--- config.mk ---
export PLATFORM = sky130hd
export DESIGN_NAME = grg_div_cell
export DESIGN_NICKNAME = d
export VERILOG_FILES = /design/src/design/grg_pkg.sv /design/src/design/grg_div_cell.sv
export SDC_FILE = /design/constraint.sdc
export NUM_CORES = 1
export LEC_CHECK = 0
export ABC_AREA = 1
export BUFFER_PORTS_ARGS = -buffer_cell sky130_fd_sc_hd__buf_2
export CORE_UTILIZATION = 50
export CTS_CLUSTER_DIAMETER = 100
export CTS_CLUSTER_SIZE = 28
export DETAILED_ROUTE_END_ITERATION = 8
export GPL_ROUTABILITY_DRIVEN = 0
export PLACE_DENSITY_LB_ADDON = 0.15
export SYNTH_ARGS = -nofsm -noshare
export SYNTH_HDL_FRONTEND = slang
export SYNTH_SLANG_ARGS = --single-unit
--- constraint.sdc ---
create_clock -name i_clk -period 4.45 [get_ports i_clk]
set_input_delay 0.89 -clock i_clk [delete_from_list [all_inputs] [get_ports i_clk]]
set_output_delay 0.89 -clock i_clk [all_outputs]
set_load 0.01 [all_outputs]
--- src/design/grg_pkg.sv ---
// Package with payload types and constants for the Givens rotation generator.
`default_nettype none
package grg_pkg;

    localparam int unsigned MagW   = 32;
    localparam int unsigned SumW   = 64;
    localparam int unsigned RootW  = 32;
    localparam int unsigned QuoW   = 31;

    localparam logic [1:0] AxisX    = 2'd0;
    localparam logic [1:0] AxisY    = 2'd1;
    localparam logic [1:0] AxisZ    = 2'd2;
    localparam logic [1:0] AxisNone = 2'd3;

    localparam logic signed [31:0] OneQ30 = 32'sh4000_0000;

    typedef struct packed {
        logic [1:0]         axis;
        logic signed [31:0] elem_21;
        logic signed [31:0] elem_22;
        logic signed [31:0] elem_31;
        logic signed [31:0] elem_32;
        logic signed [31:0] elem_33;
    } t_in_item;

    typedef struct packed {
        logic signed [31:0] rot_00;
        logic signed [31:0] rot_01;
        logic signed [31:0] rot_02;
        logic signed [31:0] rot_10;
        logic signed [31:0] rot_11;
        logic signed [31:0] rot_12;
        logic signed [31:0] rot_20;
        logic signed [31:0] rot_21;
        logic signed [31:0] rot_22;
        logic               zero_norm;
    } t_out_item;

    // Side information that travels with an item along the cell chains.
    typedef struct packed {
        logic [1:0] axis;
        logic       neg_u;
        logic       neg_v;
        logic       zero;
    } t_tag;

endpackage : grg_pkg
`default_nettype wire

--- src/design/grg_div_cell.sv ---
// One stage of the pipelined restoring dividers: one quotient bit of c and of s.
`default_nettype none
module grg_div_cell #(
    parameter int unsigned Step = 30
) (
    input  wire                       i_clk,
    input  wire                       i_en,
    input  wire [grg_pkg::RootW:0]    i_rem_c,
    input  wire [grg_pkg::RootW:0]    i_rem_s,
    input  wire [grg_pkg::QuoW-1:0]   i_q_c,
    input  wire [grg_pkg::QuoW-1:0]   i_q_s,
    input  wire [grg_pkg::RootW-1:0]  i_den,
    input  grg_pkg::t_tag             i_tag,
    output logic [grg_pkg::RootW:0]   o_rem_c,
    output logic [grg_pkg::RootW:0]   o_rem_s,
    output logic [grg_pkg::QuoW-1:0]  o_q_c,
    output logic [grg_pkg::QuoW-1:0]  o_q_s,
    output logic [grg_pkg::RootW-1:0] o_den,
    output grg_pkg::t_tag             o_tag
);
    import grg_pkg::*;

    logic [RootW+1:0] sh_c, sh_s, den_w;

    // Numerator bits below 2^30 are zero, so only a zero is shifted in.
    always_comb begin
        sh_c  = {i_rem_c, 1'b0};
        sh_s  = {i_rem_s, 1'b0};
        den_w = {2'b00, i_den};
    end

    always_ff @(posedge i_clk) begin
        if (i_en) begin
            if (sh_c >= den_w) begin
                o_rem_c <= (RootW+1)'(sh_c - den_w);
                o_q_c   <= i_q_c | (QuoW'(1) << Step);
            end else begin
                o_rem_c <= (RootW+1)'(sh_c);
                o_q_c   <= i_q_c;
            end
            if (sh_s >= den_w) begin
                o_rem_s <= (RootW+1)'(sh_s - den_w);
                o_q_s   <= i_q_s | (QuoW'(1) << Step);
            end else begin
                o_rem_s <= (RootW+1)'(sh_s);
                o_q_s   <= i_q_s;
            end
            o_den <= i_den;
            o_tag <= i_tag;
        end
    end

endmodule : grg_div_cell
`default_nettype wire

==> impl_summary.md <==
Critical path
The most used cell along the critical path is nand2_1. The termination of the worst setup path is o_q_s[30]. The data required time at the worst endpoint is 4.64 ns. The data arrival time at the worst-slack endpoint is 3.22 ns. The sort of element at the end of the critical path is a register. The launch point of the critical path is i_den[4]. The classification of the worst setup path is in -> reg.

Traced cell by cell, the critical path runs through buf_2 > inv_1 > ha_1 > nand2_1 > inv_1 > nand2_1 > nand2_1 > nand2_1 > nand3_1 > nand2_1 > nand2_1 > nand2_1 > nand3_2 > or2_1. The worst setup path is launched from an input pin. Of all nets on the critical path, the largest fanout is 34.

In this design, the stage delay of the slowest critical-path cell is 0.56 ns. The cell at the slowest stage of the critical path is nand3_2.

Timing
At the pin with the least slew margin, the transition time is 0.821 ns. For the final routed database, the setup TNS stands at 0 ns. The part of the cycle the worst path needs is 0.681. The total of endpoints with negative setup slack in the final report is 0. The hold violation total from the final report is 0. The maximum clock frequency is 0.330 GHz. Setup repair after global routing left no endpoint under its margin.

For the finished layout, the period the worst path requires is 3.03 ns. The max-slew headroom at the worst pin is 0.453. The number of slew-limit violations in the final report is 0.

Run
The number of violations of the max-capacitance limit is 0.

Synthesis
When the netlist entered floorplanning its net count stood at 1778. The number of flip-flops and latches in the synthesized netlist is 165. The cell count after synthesis came out at 1545. The post-synthesis instance area is 11400 um2. The share of the Yosys chip area taken by registers is 0.434. The netlist uses 30 different library cells.

The number of warning messages in the yosys log is 0. A synthesized cell averages 7.38 um2.

Clocking
The CTS tree is yes. After clock tree synthesis, the clock-pin slew on the worst setup and hold paths is 0.08 ns. The root buffer cell chosen for the clock tree is clkbuf_16.

The total of hold buffers inserted after clock tree synthesis is 0. The post-CTS repair timing setup buffer count is 0. The H-tree generated during clock tree synthesis spans 4 levels.

CTS saw 165 sinks. The post-CTS resize count is 0. The TritonCTS buffer count is 17. The clock passes through at most 2 buffers.

Finish
The antenna diode instance count is 0. The layout cell share with drive strength beyond 1 is 0.210. Compared with the post-synthesis result, the final layout area differs by 22.3%. The final design utilization is 0.631.

The net count of the finished layout is 2112.

Routing
In the routed design, unresolved DRC markers number 0. The wire length per cell after detailed routing is 16.1 um. Summed over all layers, the routed wires come to 34900 um.

The count of vias placed by the detailed router is 11000. Once detail routing completed, the nets flagged for antenna violations numbered 0. In the routed layout, each cell is associated on average with a via count of 5.09. The first routing iteration left 818 violations. The pre-antenna-repair detailed-routing pass consisted of 5 iterations.

Worst hold path
In this run the worst hold path is classified as in -> reg.

Die
The area of the core is 22100 um2. The floorplan step set the die height to 153 um. 332 I/O pins were placed. The number of cell rows is 54.

In this run the horizontal extent of the chip is 153 um. The starting utilization of the core area is 0.516. The die covers 23400 um2.

Global routing
The total global routing overflow is 0. The initial antenna violation count was 0. The via count of the first global-routing pass was 10400.

For this run, the total global-route usage over all layers was measured as 0.295. Entering global routing, the biggest net connects 88 pins. The first-pass GRT wire length is 52900 um.

Pwr
Dividing total power by cell area gives a power density of 338 nW/um2. VDD sags by at most 239 uV. The analysis attributes to cell leakage a power of 0.00773 uW.

Outcome
The run finished with clean final reports.

Placement
The port buffer count is 331. After legalization and detailed placement, the total HPWL measured 27600 um.
[placed cells by master, fill, tap and decap left out, types with 3 or more instances in the layout]
cell and instances:
nand2_1 640, inv_8 5, buf_2 330, clkbuf_16 17, xor2_1 28, clkinv_8 5, and2_1 12, or2_2 4
inv_2 7, nand3_2 3, nand3_1 61, buf_4 7, nand4_1 70, nor3_1 18, inv_1 307, edfxtp_1 165
nor2_2 4, a21oi_1 36, ha_1 64, nor2_1 78
[power breakdown]
part	leakage (uW)	total [uW]	internal (uW)	switching, uW
logic	0.00583	1250	442	811
clock network	0.000288	1500	760	736
registers	0.00161	1960	1920	40.0
total	0.00773	4710	3120	1590
[cells in the mapped netlist]
cell type | instances | area share
nand2_1 | 640 | 0.21
nand4_2 | 2 | 0.0022
nand4_1 | 70 | 0.038
a21o_1 | 2 | 0.0013
or2_2 | 4 | 0.0022
edfxtp_1 | 165 | 0.43
nor3_2 | 2 | 0.0018
inv_2 | 7 | 0.0023
nand3_1 | 61 | 0.027
clkbuf_1 | 9 | 0.0030
xnor2_1 | 2 | 0.0015
o21bai_1 | 2 | 0.0013
and2_1 | 12 | 0.0066
nor2_2 | 4 | 0.0022
nand3b_1 | 2 | 0.0013
inv_1 | 307 | 0.10
o21ai_1 | 2 | 0.00088
buf_6 | 6 | 0.0059
a21oi_1 | 36 | 0.016
or2_1 | 2 | 0.0011
o21ai_0 | 2 | 0.00088
nor2_1 | 78 | 0.026
xor2_1 | 28 | 0.022
nand3_2 | 3 | 0.0026
fa_1 | 2 | 0.0035
nor3_1 | 18 | 0.0079
buf_2 | 9 | 0.0039
nor2_4 | 2 | 0.0020
ha_1 | 64 | 0.070
nand2_2 | 2 | 0.0011
[routing by layer]
layer,vias up,part of all wire,track usage
li1,5520,-,-
met1,4989,0.42,0.371
met2,474,0.48,0.508
met3,66,0.076,0.0391
met4,0,0.031,0.126
met5,-,0,0
[worst max-delay path, delay by kind of cell]
| kind | cells | cell delay, ns |
|---|---|---|
| simple gates | 10 | 1.74 |
| fa+ha+maj | 1 | 0.31 |
| buf+inv | 3 | 0.29 |
[how the worst min path moves through the flow]
stage | start | end | slack [ns] | cells after the start
2_1_floorplan | i_den[0] | o_den[0] | 0.99 | 0
3_3_place_gp | i_q_c[6] | o_q_c[6] | 1.07 | 1
3_5_place_dp | i_q_c[15] | o_q_c[15] | 1.07 | 1
4_1_cts | i_q_s[11] | o_q_s[11] | 0.60 | 1
5_1_grt | i_q_s[11] | o_q_s[11] | 0.60 | 1
6_report | i_q_s[11] | o_q_s[11] | 0.61 | 1
[flip-flops by register name (all words and copies together), names as in the netlist]
| register | cells |
|---|---|
| o_rem_c | 33 |
| o_rem_s | 33 |
| o_den | 32 |
| o_q_c | 31 |
| o_q_s | 31 |
| o_tag | 5 |
[cell type report]
cell class                 instances  area [um2]
fill                            1993        8150
multi-input combinational       1042        5120
sequential                       165        4950
timing repair buffer             339        1740
inverter                         314        1180
clock buffer                      17         425
tap                              280         350
clock inverter                    15         179
[stage by stage]
step / power [uW] / instances / hold slack (ns) / worst slack, ns / cell area (um2)
2_1_floorplan: 2750 / 1545 / 0.989 / 1.88 / 11400
3_3_place_gp: 3210 / 2140 / 1.07 / 1.06 / 13300
3_5_place_dp: 3230 / 2140 / 1.07 / 1.03 / 13300
4_1_cts: 4710 / 2172 / 0.603 / 1.48 / 13900
5_1_grt: 4920 / 2172 / 0.604 / 1.20 / 13900
6_report: 4710 / 2172 / 0.615 / 1.42 / 13900
[logic make-up after synthesis]
kind of cell | synth area share
simple gates | 0.332
buf+inv | 0.116
flops | 0.434
fa+ha+maj | 0.0737
compound gates | 0.0202
xor+xnor | 0.0230
Note: power is estimated with default switching activity, not from simulation.
