===== config.mk =====
export PLATFORM = sky130hd
export DESIGN_NAME = grg_sqrt_cell
export DESIGN_NICKNAME = d
export VERILOG_FILES = /design/src/design/grg_pkg.sv /design/src/design/grg_sqrt_cell.sv
export SDC_FILE = /design/constraint.sdc
export NUM_CORES = 1
export LEC_CHECK = 0
export ABC_AREA = 1
export BUFFER_PORTS_ARGS = -buffer_cell sky130_fd_sc_hd__buf_2
export CORE_MARGIN = 4
export CORE_UTILIZATION = 45
export DETAILED_ROUTE_END_ITERATION = 16
export PLACE_DENSITY = 0.75
export SLEW_MARGIN = 20
export SYNTH_ARGS = -nofsm -noshare
export SYNTH_HDL_FRONTEND = slang
export SYNTH_SLANG_ARGS = --single-unit

===== constraint.sdc =====
create_clock -name i_clk -period 4 [get_ports i_clk]
set_input_delay 0.8 -clock i_clk [delete_from_list [all_inputs] [get_ports i_clk]]
set_output_delay 0.8 -clock i_clk [all_outputs]
set_load 0.02 [all_outputs]

===== src/design/grg_pkg.sv =====
// Package with payload types and constants for the Givens rotation generator.
`default_nettype none
package grg_pkg;

    localparam int unsigned MagW   = 32;
    localparam int unsigned SumW   = 64;
    localparam int unsigned RootW  = 32;
    localparam int unsigned QuoW   = 31;

    localparam logic [1:0] AxisX    = 2'd0;
    localparam logic [1:0] AxisY    = 2'd1;
    localparam logic [1:0] AxisZ    = 2'd2;
    localparam logic [1:0] AxisNone = 2'd3;

    localparam logic signed [31:0] OneQ30 = 32'sh4000_0000;

    typedef struct packed {
        logic [1:0]         axis;
        logic signed [31:0] elem_21;
        logic signed [31:0] elem_22;
        logic signed [31:0] elem_31;
        logic signed [31:0] elem_32;
        logic signed [31:0] elem_33;
    } t_in_item;

    typedef struct packed {
        logic signed [31:0] rot_00;
        logic signed [31:0] rot_01;
        logic signed [31:0] rot_02;
        logic signed [31:0] rot_10;
        logic signed [31:0] rot_11;
        logic signed [31:0] rot_12;
        logic signed [31:0] rot_20;
        logic signed [31:0] rot_21;
        logic signed [31:0] rot_22;
        logic               zero_norm;
    } t_out_item;

    // Side information that travels with an item along the cell chains.
    typedef struct packed {
        logic [1:0] axis;
        logic       neg_u;
        logic       neg_v;
        logic       zero;
    } t_tag;

endpackage : grg_pkg
`default_nettype wire


===== src/design/grg_sqrt_cell.sv =====
// One stage of the pipelined restoring square root: settles one result bit.
`default_nettype none
module grg_sqrt_cell #(
    parameter int unsigned Step = 31
) (
    input  wire                       i_clk,
    input  wire                       i_en,
    input  wire [grg_pkg::SumW-1:0]   i_rem,
    input  wire [grg_pkg::RootW-1:0]  i_root,
    input  wire [grg_pkg::MagW-1:0]   i_u,
    input  wire [grg_pkg::MagW-1:0]   i_v,
    input  grg_pkg::t_tag             i_tag,
    output logic [grg_pkg::SumW-1:0]  o_rem,
    output logic [grg_pkg::RootW-1:0] o_root,
    output logic [grg_pkg::MagW-1:0]  o_u,
    output logic [grg_pkg::MagW-1:0]  o_v,
    output grg_pkg::t_tag             o_tag
);
    import grg_pkg::*;

    logic [SumW+1:0] trial;
    logic [SumW+1:0] rem_w;

    // Trial value (2*root + 1) placed at this stage's bit pair.
    always_comb begin
        rem_w = {2'b00, i_rem};
        trial = ({{(SumW-RootW+2){1'b0}}, i_root} << (Step + 1))
              | ({{(SumW+1){1'b0}}, 1'b1} << (2 * Step));
    end

    always_ff @(posedge i_clk) begin
        if (i_en) begin
            if (rem_w >= trial) begin
                o_rem  <= SumW'(rem_w - trial);
                o_root <= i_root | (RootW'(1) << Step);
            end else begin
                o_rem  <= i_rem;
                o_root <= i_root;
            end
            o_u   <= i_u;
            o_v   <= i_v;
            o_tag <= i_tag;
        end
    end

endmodule : grg_sqrt_cell
`default_nettype wire


==> results.py, run 1 <==
metrics = {
    "yosys": {
        "synth_nets": 1053,
        "synthMuxAreaShare_pct": 0,
        "synth_top_family_by_area": "simple AND/OR/NAND/NOR gates",
        "synth-async-reset-ratio_pct": 0,
        "syn-instance-count": 854,
        "synth-xor-area-share_pct": 1.61,
        "synth_fa_ha_area_share_pct": 4.99,
        "seq_area_frac_synth_pct": 60.6,
        "synthFlopType": "edfxtp_1",
        "synth.most_common_cell": "nand2_1",
        "synth.distinct_cells": 28,
        "syn_area_per_cell_sq_um": 9.57,
        "ys_seq_elements": 165,
        "syn_area_sq_um": 8180,
        "synth_edf_count": 165,
        "yosysTopAreaCell": "edfxtp_1",
        "synth_top_area_share_pct": 60.6,
        "synth_area_leaders": "edfxtp_1 (61%), nand2_1 (13%), inv_1 (8.0%)",
        "synth_commonest_cells": "nand2_1 (276), inv_1 (175), edfxtp_1 (165)",
        "synth-simple-area-share_pct": 21.2,
        "yosys_warnings": 0,
        "synth_compound_area_share_pct": 2.56,
    },
    "sta": {
        "relSlewSlack_pct": 53.3,
        "max_freq_mhz": 338,
        "tightest_slew_ns": 0.700,
        "finalCriticalPeriod_ns": 2.96,
        "fin_tns_setup_ns": 0,
        "rsz0062_at_grt": "no",
        "drv_slew": 0,
        "layout_setup_ws_ns": 1.04,
        "finalSetupViolations": 0,
        "period_share_pct": 74.0,
        "hold_viol_final": 0,
    },
    "final_layout": {
        "syn_to_final_growth_pct": 30.9,
        "multi_input_comb_area_sq_um": 2480,
        "fillCellCount": 1580,
        "final_area_sq_um": 10700,
        "ff_latch_area_sq_um": 4950,
        "fin_nets": 1399,
        "drive_gt1_share_pct": 31.1,
        "final_cell_count_no_fill": 1444,
    },
    "min_path": {
        "hold_class": "input pin to flip-flop",
    },
    "floorplan": {
        "num_rows": 49,
        "initial_core_util_pct": 45.7,
        "die_w_um": 143,
        "die-area_sq_um": 20400,
        "core_sq_um": 17900,
        "die_height_um": 143,
        "io_pins": 332,
    },
    "clock_network": {
        "clockBufferDepth": 2,
        "htree_levels": 4,
        "cts_tree": "built",
        "numCtsBuffers": 17,
        "cts-hold-fix-buffers": 0,
        "clock-sinks": 165,
        "cts_resized": 0,
        "cts_setup_buffers": 0,
        "clk_pin_slew_ns": 0.07,
        "root_buffer": "clkbuf_16",
    },
    "power": {
        "power_uw": 4690,
        "p_per_area_nw_per_um2": 439,
        "cellLeakagePower_uw": 0.00544,
        "peakVddDrop_uv": 285,
    },
    "global_route": {
        "grt_pass1_wl_um": 35700,
        "grt_max_degree": 74,
        "grt_pass1_vias": 6511,
        "overflow": 0,
        "grt.total_usage_pct": 23.4,
        "antenna_found_initial": 4,
    },
    "detailed_routing": {
        "routed_wl_um": 24900,
        "drtIter0Drc": 460,
        "routedWlPerCell_um": 17.2,
        "dr_total_vias": 6960,
        "ant_nets": 0,
        "dr.pass1.iters": 5,
        "vias_per_cell": 4.82,
        "drc": 0,
    },
    "worst_setup_path": {
        "crit_type": "input pin to flip-flop",
        "critPathMaxFanout": 27,
        "worst-endpoint-arrival_ns": 3.12,
        "startpoint_type": "input pin",
        "required_ns": 4.16,
        "endpoint_kind": "flip-flop",
    },
    "placement": {
        "place_inst": 1410,
        "portBuffers": 331,
        "dp_slack_ns": 0.633,
        "hpwlAfterDp_um": 20100,
        "finalWeightedCongestion": 0.926,
        "place_area_sq_um": 10100,
    },
    "outcome": {
        "status": "finished clean",
    },
    "flow_run": {
        "drv_cap": 0,
    },
}
-- layer usage --
metal | vias up | part of all wire (%) | wire length, um | GRT usage, %
met4 | 4 | 2.8 | 684 | 7.90
met1 | 3187 | 38 | 9500 | 27.4
met2 | 279 | 51 | 12700 | 41.6
met3 | 45 | 7.8 | 1950 | 6.50
met5 | - | 0.14 | 34 | 0
li1 | 3445 | - | - | -
-- area by class of cell --
| class | instances | share of cell area (%) |
|---|---|---|
| well taps | 229 | 2.68 |
| clock buffers | 18 | 4.01 |
| diodes | 2 | 0.0468 |
| repair buffers | 336 | 16.1 |
| clock inverters | 14 | 1.44 |
| inverters | 177 | 6.21 |
| flip-flops and latches | 165 | 46.3 |
| multi-input cells | 503 | 23.2 |
-- placed cells by master, fill, tap and decap left out --
cell type	instances
fa_1	1
a21oi_1	18
edfxtp_1	165
buf_4	3
ha_1	31
clkbuf_1	1
buf_2	330
o21ai_1	19
nand2_1	276
inv_2	2
inv_1	175
a21oi_2	1
or2_1	1
clkinvlp_4	4
nand3_1	39
bufinv_16	1
nor3_1	5
o21bai_1	2
nand3_2	1
buf_6	1
xnor2_1	2
inv_6	3
diode_2	2
xor2_1	13
clkbuf_16	17
inv_8	6
nor3_4	1
and2_1	4
and3_1	3
nand2_2	1
nor2_1	58
nand3_4	1
nor2_2	3
nand4_1	23
buf_12	2
-- registers in the layout, summed over array words and instances (netlist names) --
signal,cells
o_root,32
o_tag,5
o_u,32
o_rem,64
o_v,32
-- critical path, stage by stage --
cell and delay, ns:
buf_2 0.07, inv_1 0.04, ha_1 0.22, fa_1 0.41
inv_1 0.12, nand2_1 0.06, nand2_1 0.10, nand3_1 0.07
nand2_1 0.15, nand2_1 0.07, nand2_1 0.13, nand2_2 0.24
nand3_4 0.33, buf_12 0.21, o21ai_1 0.08
-- report_power, final --
part / switching [uW] / internal [uW]
registers: 35.0 / 2080
clock network: 744 / 889
logic: 635 / 311
-- path summary, 6_finish.rpt --
| kind | from | cells past startpoint | slack (ns) | end |
|---|---|---|---|---|
| setup / recovery | i_rem[32] | 15 | 1.04 | o_rem[46] |
| hold / removal | i_u[28] | 1 | 0.55 | o_u[28] |
-- metrics by stage --
step           hold WS [ns]  utilization [%]
5_1_grt               0.520             59.8
2_1_floorplan         0.899                -
6_report              0.549             59.8
4_1_cts               0.534             59.8
3_5_place_dp          0.978             56.5
3_3_place_gp          0.976             56.5
-- cells by family (layout without fill, tap and decap cells) --
kind of cell | count (synthesis) | after routing
flip-flops | 165 | 165
other | 0 | 2
AO/OA/AOI/OAI | 40 | 40
adder cells (fa/ha/maj) | 32 | 32
XOR/XNOR | 15 | 15
buffers and inverters | 186 | 545
AND/OR/NAND/NOR | 416 | 416
Note: power is estimated with default switching activity, not from simulation.
==> run 2, diff against run 1 <==
--- a/config.mk
+++ b/config.mk
@@ -5,12 +5,12 @@
 export SDC_FILE = /design/constraint.sdc
 export NUM_CORES = 1
 export LEC_CHECK = 0
-export ABC_AREA = 1
+export ABC_AREA = 0
 export BUFFER_PORTS_ARGS = -buffer_cell sky130_fd_sc_hd__buf_2
 export CORE_MARGIN = 4
-export CORE_UTILIZATION = 45
+export CORE_UTILIZATION = 43
 export DETAILED_ROUTE_END_ITERATION = 16
-export PLACE_DENSITY = 0.75
+export PLACE_DENSITY = 0.77
 export SLEW_MARGIN = 20
 export SYNTH_ARGS = -nofsm -noshare
 export SYNTH_HDL_FRONTEND = slang
==> constraint.sdc (replaced) <==
create_clock -name i_clk -period 2.6 [get_ports i_clk]
set_input_delay 0.52 -clock i_clk [delete_from_list [all_inputs] [get_ports i_clk]]
set_output_delay 0.52 -clock i_clk [all_outputs]
set_load 0.02 [all_outputs]
==> run 2 against run 1 <==
  * Worst hold slack got worse by 0.30 ns
  * Die area decreased by 6.2%
  * Via count decreased by 12%
  * Critical endpoint unchanged
  * Critical path depth decreased by 4
  * Non-clock buffer count increased by 108
==> results.py, run 2 <==
metrics = {
    "floorplan": {
        "die_w_um": 138,
        "core_sq_um": 16600,
        "die_height_um": 138,
        "die-area_sq_um": 19100,
        "num_rows": 47,
        "initial_core_util_pct": 44.0,
        "io_pins": 332,
    },
    "global_route": {
        "grt_max_degree": 58,
        "grt_pass1_vias": 5979,
        "grt.total_usage_pct": 24.2,
        "grt_pass1_wl_um": 35500,
        "overflow": 0,
        "antenna_found_initial": 3,
    },
    "yosys": {
        "synth_top_area_share_pct": 67.9,
        "synth.most_common_cell": "edfxtp_1",
        "synth.distinct_cells": 56,
        "synth_edf_count": 165,
        "synth_commonest_cells": "edfxtp_1 (165), a21oi_1 (43), nor2_1 (40)",
        "syn_area_per_cell_sq_um": 14.1,
        "synth_nets": 718,
        "yosys_warnings": 0,
        "syn-instance-count": 519,
        "syn_area_sq_um": 7300,
        "seq_area_frac_synth_pct": 67.9,
        "synth_area_leaders": "edfxtp_1 (68%), ha_1 (5.3%), a21oi_1 (2.9%)",
        "synthFlopType": "edfxtp_1",
        "synth-async-reset-ratio_pct": 0,
        "ys_seq_elements": 165,
        "yosysTopAreaCell": "edfxtp_1",
    },
    "placement": {
        "dp_slack_ns": -0.564,
        "finalWeightedCongestion": 0.923,
        "hpwlAfterDp_um": 18500,
        "portBuffers": 331,
        "place_area_sq_um": 10100,
    },
    "sta": {
        "tightest_slew_ns": 0.562,
        "layout_setup_ws_ns": 0.0614,
        "max_freq_mhz": 394,
        "drv_slew": 0,
        "hold_viol_final": 0,
        "finalSetupViolations": 0,
        "period_share_pct": 97.6,
        "relSlewSlack_pct": 62.5,
        "finalCriticalPeriod_ns": 2.54,
    },
    "min_path": {
        "hold_class": "input pin to flip-flop",
        "hold_path_end": "o_v[21]",
        "min_from": "i_v[21]",
        "holdPathStages": 1,
    },
    "clock_network": {
        "cts_tree": "built",
        "root_buffer": "clkbuf_16",
        "clockBufferDepth": 2,
        "numCtsBuffers": 17,
        "cts-hold-fix-buffers": 0,
        "clk_pin_slew_ns": 0.08,
        "clock-sinks": 165,
        "htree_levels": 4,
    },
    "final_layout": {
        "drive_gt1_share_pct": 57.7,
        "final_area_sq_um": 11200,
        "top_register": "o_rem",
        "multi_input_comb_area_sq_um": 2600,
        "syn_to_final_growth_pct": 54.2,
        "fillCellCount": 1200,
        "layout_commonest_cell": "buf_2",
        "ff_latch_area_sq_um": 4950,
        "finalCoreUtilization_pct": 67.8,
        "fin_nets": 1170,
        "largest_reg_flops": 64,
        "final_cell_mix": "buf_2 (323), edfxtp_1 (165), buf_4 (108)",
    },
    "worst_setup_path": {
        "critPathBufInv": 3,
        "crit_type": "input pin to flip-flop",
        "required_ns": 2.79,
        "slowest_stage": "nor4_4",
        "worst-endpoint-arrival_ns": 2.72,
        "critPathMaxFanout": 4,
        "endpoint_kind": "flip-flop",
        "startpoint_type": "input pin",
        "cpLargestDelayFamily": "simple AND/OR/NAND/NOR gates",
        "crit_chain": "buf_2 > inv_1 > ha_4 > and3_4 > nand3_2 > or2_4 > nor4_4 > nor3b_4 > a21oi_4 > clkbuf_16 > mux2_4",
        "crit_path_max_incr_delay_ns": 0.33,
    },
    "power": {
        "p_per_area_nw_per_um2": 680,
        "cellLeakagePower_uw": 0.00489,
        "peakVddDrop_uv": 445,
        "power_uw": 7650,
    },
    "detailed_routing": {
        "ant_nets": 0,
        "drtIter0Drc": 477,
        "drc": 0,
        "vias_per_cell": 5.09,
        "dr_total_vias": 6143,
        "routedWlPerCell_um": 19.9,
        "routed_wl_um": 24000,
        "dr.pass1.iters": 5,
    },
    "flow_run": {
        "drv_cap": 0,
    },
    "outcome": {
        "status": "finished clean",
    },
}
-- run 2: changes by cell type after synthesis, sizes merged, moves of 4 or more --
cell and change:
a21o +5, a21oi +42, inv -140, mux2 +9
nand2 -246, nand2b +6, nand3 -33, nand4 -18
nor2 -21, nor3 -4, nor4 +6, nor4b +5
o21a +4, xnor2 +15
-- run 2: worst max path at each step --
stage | depth (start not counted) | endpoint | slack [ns] | start
2_1_floorplan | 11 | o_rem[35] | -0.09 | i_rem[32]
3_3_place_gp | 11 | o_rem[62] | -0.56 | i_rem[32]
3_5_place_dp | 11 | o_rem[62] | -0.56 | i_rem[32]
4_1_cts | 12 | o_rem[62] | 0.01 | i_root[7]
5_1_grt | 10 | o_rem[46] | -0.04 | i_rem[39]
6_report | 11 | o_rem[46] | 0.06 | i_root[6]
-- run 2: layer usage --
metal,up-vias,share of wire (%),track usage (%)
met2,279,52,42.1
met1,2950,38,29.3
met3,47,7.5,6.80
met4,6,2.6,7.28
li1,2861,-,-
met5,-,0.22,0
-- run 2: what timing repair did --
action / CTS / global route
setup endpoints to repair: 20 / 29
pin swaps: 2 / 22
buffers inserted: 0 / 7
resized for setup: 3 / 67
gates cloned: 0 / 2
-- run 2: logic make-up after synthesis --
group,share of synthesized area (%)
simple gates,8.11
mux,1.44
fa+ha+maj,5.59
compound gates,10.4
flops,67.9
buf+inv,3.14
xor+xnor,3.36
-- run 2: cell type report --
type	count	area share [%]
timing repair buffer	444	23.4
multi-input combinational	306	23.1
sequential	165	44.1
antenna	3	0.0667
tap	220	2.45
inverter	37	1.30
clock inverter	15	1.84
clock buffer	17	3.78
-- run 2: through the flow --
step / hold slack (ns) / TNS (ns) / std cells
2_1_floorplan: 0.619 / -0.743 / 519
5_1_grt: 0.235 / -0.109 / 1204
6_report: 0.253 / 0 / 1207
4_1_cts: 0.241 / 0 / 1198
3_3_place_gp: 0.696 / -15.14 / 1166
3_5_place_dp: 0.698 / -15.58 / 1166
-- run 2: power by group --
group	total, uW	internal, uW	switching (uW)
sequential	3260	3200	59.0
combinational	1750	749	999
clock	2640	1400	1240
total	7650	5350	2300
